`config.mk`:
```
export PLATFORM = sky130hd
export DESIGN_NAME = led_rainbow_colour_cycler_top
export DESIGN_NICKNAME = d
export VERILOG_FILES = /design/src/rtl/lrcc_pkg.sv /design/src/rtl/led_rainbow_colour_cycler_top.sv
export SDC_FILE = /design/constraint.sdc
export NUM_CORES = 1
export LEC_CHECK = 0
export BUFFER_PORTS_ARGS = -buffer_cell sky130_fd_sc_hd__buf_2
export CORE_MARGIN = 2
export CORE_UTILIZATION = 30
export CTS_CLUSTER_DIAMETER = 80
export DETAILED_ROUTE_END_ITERATION = 16
export GPL_TIMING_DRIVEN = 0
export HOLD_SLACK_MARGIN = 0.02
export SYNTH_ARGS = -nofsm -noshare
export SYNTH_HDL_FRONTEND = slang
export SYNTH_SLANG_ARGS = --single-unit
```
`constraint.sdc`:
```
create_clock -name clock -period 12.6 [get_ports clock]
set_input_delay 0 -clock clock [delete_from_list [all_inputs] [get_ports clock]]
set_output_delay 0 -clock clock [all_outputs]
set_load 0.02 [all_outputs]
```
`src/rtl/lrcc_pkg.sv`:
```
`default_nettype none

package lrcc_pkg;

   // Number of palette entries in the rainbow cycle.
   localparam logic [3:0] PALETTE_SIZE = 4'd7;

   // Configuration register indexes.
   localparam logic [2:0] REG_STEP_DELAY   = 3'd0;
   localparam logic [2:0] REG_BRIGHTNESS   = 3'd1;
   localparam logic [2:0] REG_INVERT_DUTY  = 3'd2;
   localparam logic [2:0] REG_PWM_MAX      = 3'd3;
   localparam logic [2:0] REG_HAS_WHITE    = 3'd4;

   // Serial arithmetic widths and constant divisors.
   localparam int          ACC_W     = 25;
   localparam int          REM_W     = 9;
   localparam logic [8:0]  DIV_PCT   = 9'd100;
   localparam logic [8:0]  DIV_FULL  = 9'd255;

   // Iteration counts, minus one, for each serial pass.
   localparam logic [4:0]  MUL1_LAST = 5'd7;   // 8 bits of the channel value
   localparam logic [4:0]  DIV1_LAST = 5'd14;  // 15-bit product divided by 100
   localparam logic [4:0]  MUL2_LAST = 5'd8;   // 9-bit scaled channel
   localparam logic [4:0]  DIV2_LAST = 5'd24;  // 25-bit product divided by 255

   typedef logic [7:0]       chan_type;
   typedef chan_type [2:0]   rgb_type;   // index 0 red, 1 green, 2 blue

   typedef enum logic [2:0] {
      ST_IDLE,
      ST_LOAD,
      ST_MUL1,
      ST_DIV1,
      ST_MUL2,
      ST_DIV2,
      ST_STORE,
      ST_OUT
   } lrcc_state_type;

   // Rainbow target for a palette index; index zero targets cyan like index one.
   function automatic rgb_type palette_target(input logic [2:0] idx);
      rgb_type t;
      case (idx)
         3'd7:    t = '{8'd0,   8'd0,   8'd255};   // red
         3'd6:    t = '{8'd0,   8'd255, 8'd0};     // green
         3'd5:    t = '{8'd255, 8'd0,   8'd0};     // blue
         3'd4:    t = '{8'd0,   8'd255, 8'd255};   // yellow
         3'd3:    t = '{8'd255, 8'd0,   8'd255};   // magenta
         3'd2:    t = '{8'd80,  8'd0,   8'd80};    // purple
         default: t = '{8'd255, 8'd255, 8'd0};     // cyan
      endcase
      return t;
   endfunction

endpackage

`default_nettype wire

```
`src/rtl/led_rainbow_colour_cycler_top.sv`:
```
`default_nettype none

// Rainbow colour cycler for one LED. Each request transaction is one millisecond
// tick (req_tdata bit 0 requests a restart to black at palette index 1). A tick
// that only counts down the step wait, or that advances the palette index, is
// taken while the block stays idle and gives no response. A tick that moves the
// colour gives one response transaction with red, green, blue and white PWM
// duties, computed by the shared bit-serial multiply/divide unit, which handles
// one bit per cycle and passes over the three channels in turn (8 + 15 + 9 + 25
// steps plus the load and store states per channel). The response sits in an
// output register, so the next tick is taken while it waits. Configuration
// writes are taken at any time through csr_we.
module led_rainbow_colour_cycler_top (
   input  wire logic        clock,
   input  wire logic        reset,
   input  wire logic        req_tvalid,
   output logic             req_tready,
   input  wire logic [7:0]  req_tdata,   // [0] restart, [7:1] zero fill
   output logic             rsp_tvalid,
   input  wire logic        rsp_tready,
   output logic [63:0]      rsp_tdata,   // [15:0] duty_red, [31:16] duty_green,
                                         // [47:32] duty_blue, [63:48] duty_white
   input  wire logic        csr_we,
   input  wire logic [2:0]  csr_addr,
   input  wire logic [15:0] csr_wdata
);
   import lrcc_pkg::*;

   // Configuration registers.
   logic [15:0] step_delay_ff;
   logic [6:0]  brightness_ff;
   logic        invert_duty_ff;
   logic [15:0] pwm_max_ff;
   logic        has_white_ff;

   // Sequence state.
   lrcc_state_type     state_ff, state_in;
   logic [15:0]        wait_ff, wait_in;
   rgb_type            colour_ff, colour_in;
   logic [2:0]         index_ff, index_in;
   logic [1:0]         ch_ff, ch_in;
   logic [4:0]         cnt_ff, cnt_in;

   // Serial datapath.
   logic [ACC_W-1:0]   acc_ff, acc_in;
   logic [ACC_W-1:0]   dq_ff, dq_in;
   logic [REM_W-1:0]   rem_ff, rem_in;
   logic [2:0][15:0]   duty_ff, duty_in;

   // Response register.
   logic               rsp_valid_ff, rsp_valid_in;
   logic [63:0]        rsp_data_ff, rsp_data_in;

   // Helpers.
   logic               req_fire;
   rgb_type            col_start;
   logic [2:0]         idx_start;
   rgb_type            tgt;
   rgb_type            col_moved;
   logic [2:0]         idx_next;
   logic [ACC_W-1:0]   mul_addend;
   logic [ACC_W-1:0]   mul_sum;
   logic [8:0]         divisor;
   logic [REM_W-1:0]   rem_shift;
   logic               rem_ge;
   logic [REM_W-1:0]   div_rem;
   logic [ACC_W-1:0]   div_dq;
   logic [15:0]        duty_sat;
   logic [15:0]        duty_final;
   logic [15:0]        duty_white;

   assign req_tready = (state_ff == ST_IDLE);
   assign req_fire   = req_tvalid && req_tready;
   assign rsp_tvalid = rsp_valid_ff;
   assign rsp_tdata  = rsp_data_ff;

   // Tick decode: restart first, then target and one-step colour move.
   always_comb begin
      col_start = req_tdata[0] ? '{8'd0, 8'd0, 8'd0} : colour_ff;
      idx_start = req_tdata[0] ? 3'd1 : index_ff;
      tgt       = palette_target(idx_start);
      for (int k = 0; k < 3; k++) begin
         if (col_start[k] < tgt[k]) begin
            col_moved[k] = col_start[k] + 8'd1;
         end else if (col_start[k] > tgt[k]) begin
            col_moved[k] = col_start[k] - 8'd1;
         end else begin
            col_moved[k] = col_start[k];
         end
      end
      if ({1'b0, idx_start} >= PALETTE_SIZE) begin
         idx_next = 3'd1;
      end else begin
         idx_next = idx_start + 3'd1;
      end
   end

   // One shift-add multiply step and one restoring divide step per cycle.
   always_comb begin
      mul_addend = (state_ff == ST_MUL1) ? {{(ACC_W-7){1'b0}}, brightness_ff}
                                         : {{(ACC_W-16){1'b0}}, pwm_max_ff};
      mul_sum    = {acc_ff[ACC_W-2:0], 1'b0} + (dq_ff[ACC_W-1] ? mul_addend : '0);
      divisor    = (state_ff == ST_DIV1) ? DIV_PCT : DIV_FULL;
      rem_shift  = {rem_ff[REM_W-2:0], dq_ff[ACC_W-1]};
      rem_ge     = (rem_shift >= divisor);
      div_rem    = rem_ge ? (rem_shift - divisor) : rem_shift;
      div_dq     = {dq_ff[ACC_W-2:0], rem_ge};
   end

   // Saturate the quotient to full scale, then invert for a common anode.
   always_comb begin
      duty_sat   = (dq_ff > {{(ACC_W-16){1'b0}}, pwm_max_ff}) ? pwm_max_ff : dq_ff[15:0];
      duty_final = invert_duty_ff ? (pwm_max_ff - duty_sat) : duty_sat;
      duty_white = (has_white_ff && invert_duty_ff) ? pwm_max_ff : 16'd0;
   end

   // Next state and datapath control.
   always_comb begin
      state_in     = state_ff;
      wait_in      = wait_ff;
      colour_in    = colour_ff;
      index_in     = index_ff;
      ch_in        = ch_ff;
      cnt_in       = cnt_ff;
      acc_in       = acc_ff;
      dq_in        = dq_ff;
      rem_in       = rem_ff;
      duty_in      = duty_ff;
      rsp_valid_in = rsp_valid_ff && !rsp_tready;
      rsp_data_in  = rsp_data_ff;

      case (state_ff)
         ST_IDLE: begin
            if (req_fire) begin
               colour_in = col_start;
               index_in  = idx_start;
               if (wait_ff != 16'd0) begin
                  wait_in = wait_ff - 16'd1;
               end else begin
                  wait_in = step_delay_ff;
                  if (col_start == tgt) begin
                     index_in = idx_next;
                  end else begin
                     colour_in = col_moved;
                     ch_in     = 2'd0;
                     state_in  = ST_LOAD;
                  end
               end
            end
         end
         ST_LOAD: begin
            dq_in    = {colour_ff[ch_ff], {(ACC_W-8){1'b0}}};
            acc_in   = '0;
            cnt_in   = MUL1_LAST;
            state_in = ST_MUL1;
         end
         ST_MUL1: begin
            acc_in = mul_sum;
            dq_in  = {dq_ff[ACC_W-2:0], 1'b0};
            cnt_in = cnt_ff - 5'd1;
            if (cnt_ff == 5'd0) begin
               dq_in    = {mul_sum[14:0], {(ACC_W-15){1'b0}}};
               rem_in   = '0;
               cnt_in   = DIV1_LAST;
               state_in = ST_DIV1;
            end
         end
         ST_DIV1: begin
            rem_in = div_rem;
            dq_in  = div_dq;
            cnt_in = cnt_ff - 5'd1;
            if (cnt_ff == 5'd0) begin
               dq_in    = {div_dq[8:0], {(ACC_W-9){1'b0}}};
               acc_in   = '0;
               cnt_in   = MUL2_LAST;
               state_in = ST_MUL2;
            end
         end
         ST_MUL2: begin
            acc_in = mul_sum;
            dq_in  = {dq_ff[ACC_W-2:0], 1'b0};
            cnt_in = cnt_ff - 5'd1;
            if (cnt_ff == 5'd0) begin
               dq_in    = mul_sum;
               rem_in   = '0;
               cnt_in   = DIV2_LAST;
               state_in = ST_DIV2;
            end
         end
         ST_DIV2: begin
            rem_in = div_rem;
            dq_in  = div_dq;
            cnt_in = cnt_ff - 5'd1;
            if (cnt_ff == 5'd0) begin
               state_in = ST_STORE;
            end
         end
         ST_STORE: begin
            duty_in[ch_ff] = duty_final;
            if (ch_ff == 2'd2) begin
               state_in = ST_OUT;
            end else begin
               ch_in    = ch_ff + 2'd1;
               state_in = ST_LOAD;
            end
         end
         ST_OUT: begin
            // Hand over once the response register is free.
            if (!rsp_valid_ff || rsp_tready) begin
               rsp_valid_in = 1'b1;
               rsp_data_in  = {duty_white, duty_ff[2], duty_ff[1], duty_ff[0]};
               state_in     = ST_IDLE;
            end
         end
         default: begin
            state_in = ST_IDLE;
         end
      endcase
   end

   // State register.
   always_ff @(posedge clock) begin
      if (reset) begin
         state_ff <= ST_IDLE;
      end else begin
         state_ff <= state_in;
      end
   end

   // Control and sequence registers.
   always_ff @(posedge clock) begin
      if (reset) begin
         wait_ff      <= 16'd0;
         colour_ff    <= '{8'd0, 8'd0, 8'd0};
         index_ff     <= 3'd1;
         ch_ff        <= 2'd0;
         cnt_ff       <= 5'd0;
         rsp_valid_ff <= 1'b0;
      end else begin
         wait_ff      <= wait_in;
         colour_ff    <= colour_in;
         index_ff     <= index_in;
         ch_ff        <= ch_in;
         cnt_ff       <= cnt_in;
         rsp_valid_ff <= rsp_valid_in;
      end
   end

   // Datapath and response payload.
   always_ff @(posedge clock) begin
      acc_ff      <= acc_in;
      dq_ff       <= dq_in;
      rem_ff      <= rem_in;
      duty_ff     <= duty_in;
      rsp_data_ff <= rsp_data_in;
   end

   // Configuration writes.
   always_ff @(posedge clock) begin
      if (reset) begin
         step_delay_ff  <= 16'd10;
         brightness_ff  <= 7'd100;
         invert_duty_ff <= 1'b0;
         pwm_max_ff     <= 16'd255;
         has_white_ff   <= 1'b0;
      end else if (csr_we) begin
         case (csr_addr)
            REG_STEP_DELAY:  step_delay_ff  <= csr_wdata;
            REG_BRIGHTNESS:  brightness_ff  <= csr_wdata[6:0];
            REG_INVERT_DUTY: invert_duty_ff <= csr_wdata[0];
            REG_PWM_MAX:     pwm_max_ff     <= csr_wdata;
            REG_HAS_WHITE:   has_white_ff   <= csr_wdata[0];
            default: begin
            end
         endcase
      end
   end

endmodule

`default_nettype wire
```
After elaboration in Yosys (flattened, before gate mapping)
Cells that the tools add are included.

operators by class
  $add $sub $neg = 13
  magnitude comparators = 11
  eq/ne operators = 29
  multiplexer cells = 55
  reduce and logical (&&, ||, !) cells = 28

operators with widths
  operator                                                            number
  24-bit case mux with 6 select lines                                 1
  25-bit case mux with 5 select lines                                 1
  16-bit two-way mux                                                  6
  24-bit two-way mux                                                  4
  8-bit two-way mux                                                   10
  25-bit two-way mux                                                  3
  24-bit case mux with 3 select lines                                 1
  48-bit bitwise mux                                                  1
  3-bit two-way mux                                                   13
  16-bit demux with 2-bit select                                      1
  3-bit == test, second input constant                                9
  25-bit by 16-bit adder with 25-bit output                           1
  25-bit by 16-bit > comparator with 1-bit output                     1
  5-bit case mux with 5 select lines                                  1
  8-bit by 1-bit adder with 8-bit output, second input constant       3
  24-bit == test                                                      1
  8-bit > comparator                                                  3
  8-bit < comparator                                                  3
  3-bit case mux with 8 select lines                                  1
  8-bit by 1-bit subtractor with 8-bit output, second input constant  3
  3-bit by 2-bit == test with 1-bit output, second input constant     6
  2-bit AND reduction                                                 9
  8-bit binary-select mux with 2-bit select                           1
  8-bit case mux with 2 select lines                                  1
  30 further kinds                                                    52

storage, ports and cells
  register bits after elaboration = 264
  input port bits = 32
  output and inout port bits = 66
  word-level logic and storage cells = 158

Longest topological paths before layout
  depth after elaboration = 8
  mapped depth = 25

Worst setup path after synthesis
Ideal clock, no wire load.

  kind = flip-flop to flip-flop
  start = register pwm_max_ff[5]
  end = register duty_ff[14] (netlist name), data pin
  library setup time = 279 ps
  arrival time = 5,094 ps
  data required time = 12,321 ps
  path slack = 7,227 ps
  stages on the path, launching flop included = 24
  path through = dfxtp_1 -> clkbuf_1 -> inv_1 -> ha_1 -> nand4_1 -> nor3_1 -> a2111oi_0 -> o22ai_1 -> clkbuf_1 -> clkbuf_1 -> o21ai_0 -> ha_1 -> inv_1 -> fa_1 -> a21o_1 -> a21o_1 -> a21oi_1 -> nor2_1 -> mux2_4 -> or2_4 -> a221o_1 -> a21oi_1 -> xor2_1 -> mux2i_1

between the ends
  cells in the longest elaborated chain, start to end = 5

RTL lines
  item                                             RTL line                              source
  from (decl)                                      led_rainbow_colour_cycler_top.sv:33   logic [15:0] pwm_max_ff;
  from (signal assigned)                           led_rainbow_colour_cycler_top.sv:271  REG_PWM_MAX: pwm_max_ff <= csr_wdata;
  25-bit by 16-bit > comparator with 1-bit output  led_rainbow_colour_cycler_top.sv:112  duty_sat = (dq_ff > {{(ACC_W-16){1'b0}}, pwm_max_ff}) ? pwm_max_ff : dq_ff[15:0];
  16-bit two-way mux                               led_rainbow_colour_cycler_top.sv:112
  16-bit subtractor                                led_rainbow_colour_cycler_top.sv:113  duty_final = invert_duty_ff ? (pwm_max_ff - duty_sat) : duty_sat;
  16-bit two-way mux *                             led_rainbow_colour_cycler_top.sv:113
  named net duty_final[14]                         led_rainbow_colour_cycler_top.sv:69   logic [15:0] duty_final;
  48-bit bitwise mux *                             led_rainbow_colour_cycler_top.sv:199  duty_in[ch_ff] = duty_final;
  to (signal assigned)                             led_rainbow_colour_cycler_top.sv:254  duty_ff <= duty_in;
  to (decl)                                        led_rainbow_colour_cycler_top.sv:48   logic [2:0][15:0] duty_ff, duty_in;

The timed path passes the listed nets; every way through them passes the cells marked *.
A chain may end at the register's enable or synchronous reset.

Worst setup path in the final report
  start = register pwm_max_ff[5]
  end = register duty_ff[30] (netlist name), data pin

The elaborated chain is that of the path after synthesis.

==> results.py <==
metrics = {
    "die": {
        "die_x_um": 226,
        "die-area_mm2": 0.0509,
        "pin_count": 98,
        "fp-row-count": 81,
        "initial_core_util": 0.302,
        "die_y_um": 226,
        "core_mm2": 0.0487,
    },
    "worst_setup_path": {
        "r2r-start": "pwm_max_ff[5]",
        "endpoint_kind": "flop",
        "crit_arrival_ns": 6.77,
        "cp_max_fo": 10,
        "cp-start-kind": "flop",
        "crit_start": "pwm_max_ff[5]",
        "crit_required_ns": 12.85,
        "critical_path_class": "flop to flop",
    },
    "cells_and_area": {
        "fillers": 4895,
        "drive_gt1_frac": 0.0878,
        "final_net_count": 1847,
        "area_delta_synth_final_pct": 17.0,
        "fin_util": 0.354,
    },
    "global_routing": {
        "grt_max_degree": 38,
        "overflow": 0,
        "grt_pass1_vias": 12020,
        "grt_antenna_before_repair": 1,
        "grt_usage": 0.165,
        "grt_pass1_wl_mm": 66.5,
    },
    "placement": {
        "gp_congestion": 0.921,
        "hpwl_mm": 32.0,
        "portBuffers": 89,
    },
    "power": {
        "pwr-share-comb": 0.373,
        "swShare": 0.394,
        "power_switching_mw": 1.29,
        "power_density_mw_per_mm2": 190,
        "leakagePower_nw": 6.37,
        "internal_power_mw": 1.99,
        "pwr-share-seq": 0.363,
        "pwr-share-clk": 0.264,
        "ir_worst_vdd_mv": 0.104,
    },
    "synth": {
        "yosys_register_bits": 264,
        "synthCells": 1578,
        "synth.area.top_cells": "edfxtp_1 (34%), dfxtp_1 (13%), ha_1 (7.7%)",
        "yosysWarnings": 0,
        "post-synth-top-count-cell": "nand2_1",
        "yosysUniqueCellTypes": 75,
        "synth_edf_count": 169,
        "ys_async_sr_fraction": 0,
        "synth_top_cell_area_share": 0.344,
        "synth-seq-area-share": 0.473,
        "syn-num-nets": 1704,
        "synth.avg_cell_area_um2": 9.34,
        "synth_top_cells_by_count": "nand2_1 (201), edfxtp_1 (169), a21oi_1 (157), nor2_1 (157), dfxtp_1 (95)",
        "synth_area_mm2": 0.0147,
        "post-synth-top-area-cell": "edfxtp_1",
        "synth_flop_cell": "edfxtp_1",
    },
    "timing": {
        "fin_crit_ns": 6.52,
        "hold_violations": 0,
        "period_share": 0.517,
        "rsz0062_at_grt": "no",
        "slew-limit-headroom": 0.138,
        "finalSetupViolCount": 0,
        "tns_ns": 0,
        "finalMaxSlewViolations": 0,
        "max_freq_mhz": 153,
        "fin_skew_ns": 0.0171,
        "worstMarginPinSlew_ns": 1.28,
    },
    "clock_network": {
        "cts-root-buf": "clkbuf_16",
        "cts_made_buffers": 28,
        "cts_tree": "built",
        "clk_path_buf_depth": 3,
        "htreeDepth": 1,
        "clkTransAtPathRegs_ns": 0.06,
        "clock_latency_ns": 0.56,
        "clock-sinks": 264,
    },
    "route": {
        "vias": 12404,
        "viasPerCell": 5.15,
        "drc": 0,
        "wl_per_cell_um": 17.6,
        "routed_wl_mm": 42.2,
        "drtAntennaViolNets": 0,
        "firstDrtPassIters": 5,
        "drtIter0Drc": 1027,
    },
    "hold_path": {
        "hold_start": "req_tvalid",
        "min_path_type": "input pin to flop",
    },
    "outcome": {
        "outcome": "complete, no violations",
    },
    "job": {
        "drv_cap": 0,
    },
}
==> through the flow <==
stage | setup WS [ns] | instance area [um2] | hold slack [ns] | cells | power, mW
2_1_floorplan | 7.23 | 14700 | 0.118 | 1578 | 2.01
3_3_place_gp | 6.21 | 16000 | 0.277 | 2331 | 2.38
3_5_place_dp | 6.12 | 16100 | 0.281 | 2332 | 2.40
4_1_cts | 6.11 | 17200 | 0.0451 | 2406 | 3.27
5_1_grt | 5.48 | 17200 | 0.117 | 2406 | 3.47
6_report | 6.08 | 17200 | 0.0800 | 2407 | 3.28
==> cell type report <==
cell class / instances / area (um2) / area share
clock inverter: 16 / 208 / 0.0120
multi-input combinational: 1176 / 7260 / 0.421
sequential: 264 / 6980 / 0.405
buffer: 74 / 282 / 0.0163
tap: 664 / 831 / 0.0482
timing repair buffer: 113 / 696 / 0.0403
inverter: 64 / 240 / 0.0139
antenna: 1 / 2.50 / 0.000145
clock buffer: 35 / 748 / 0.0434
==> cells in the final DEF, fill, tap and decap left out, drive strengths merged, types with 6 or more instances in the layout <==
master,n
xnor2,20
a211o,12
o21ai,96
dfxtp,95
nor2b,50
inv,65
o31ai,12
a22oi,7
nor4,8
clkinv,10
nand2b,8
a21oi,158
nor2,157
nand4,11
and2,9
nor3,39
ha,91
edfxtp,169
o221ai,6
nand3,33
or2,8
and3,30
buf,100
mux2i,29
nand2,201
o21a,20
dlygate4sd3,23
nand3b,12
a221oi,6
o22ai,19
a21o,11
o211ai,13
xor2,21
a31oi,8
a211oi,14
clkbuf,99
==> sequential cells by signal, summed over array words and instances, names as in the netlist <==
name / flops
acc_ff: 24
colour_ff: 24
rsp_tvalid: 1
step_delay_ff: 16
dq_ff: 25
ch_ff: 2
pwm_max_ff: 16
wait_ff: 16
rsp_tdata: 64
rem_ff: 8
invert_duty_ff: 1
state_ff: 3
has_white_ff: 1
duty_ff: 48
brightness_ff: 7
index_ff: 3
cnt_ff: 5
==> worst paths after layout <==
| kind | endpoint | slack [ns] | depth (start not counted) |
|---|---|---|---|
| max | duty_ff[30] | 6.08 | 23 |
| min | wait_ff[12] | 0.08 | 5 |
| max reg2reg | duty_ff[30] | 6.08 | 23 |
| min reg2reg | rsp_tdata[41] | 0.42 | 0 |
==> repair_timing <==
item,in CTS,in global routing
endpoints found under the hold margin,43,0
gates resized for setup,0,0
buffers inserted,0,0
hold buffers,23,0
==> metal layers <==
metal,part of all wire,up-vias,track usage
li1,-,6024,-
met3,0.063,101,0.0295
met2,0.44,430,0.267
met5,0,-,0
met1,0.45,5849,0.215
met4,0.048,0,0.0765
==> power by group through the flow <==
stage	registers, mW	logic [mW]	clock network, mW
after detailed placement	1.20	1.19	0
after global placement	1.21	1.18	0
after global routing	1.20	1.35	0.914
after floorplan	1.16	0.851	0
final	1.19	1.22	0.864
after CTS	1.19	1.20	0.879
==> cells by family after synthesis <==
kind of cell,share of synthesized area
XOR/XNOR,0.0244
flip-flops,0.473
AO/OA/AOI/OAI,0.180
buffers and inverters,0.0354
adder cells (fa/ha/maj),0.0813
AND/OR/NAND/NOR,0.183
multiplexers,0.0222
==> critical path: stages (launching register included) <==
cell and delay (ns):
dfxtp_1 0.30, clkbuf_1 0.39, inv_1 0.20, ha_1 0.34, nand4_1 0.12, nor3_1 0.07
a2111oi_0 0.72, o22ai_1 0.27, clkbuf_1 0.29, clkbuf_1 0.29, o21ai_0 0.34, ha_1 0.21
inv_1 0.06, fa_1 0.39, a21o_1 0.18, a21o_1 0.20, a21oi_1 0.30, nor2_1 0.07
mux2_4 0.28, or2_4 0.27, a221o_1 0.43, a21oi_1 0.21, xor2_1 0.15, mux2i_1 0.13
Power figures use the tool's default switching activity.
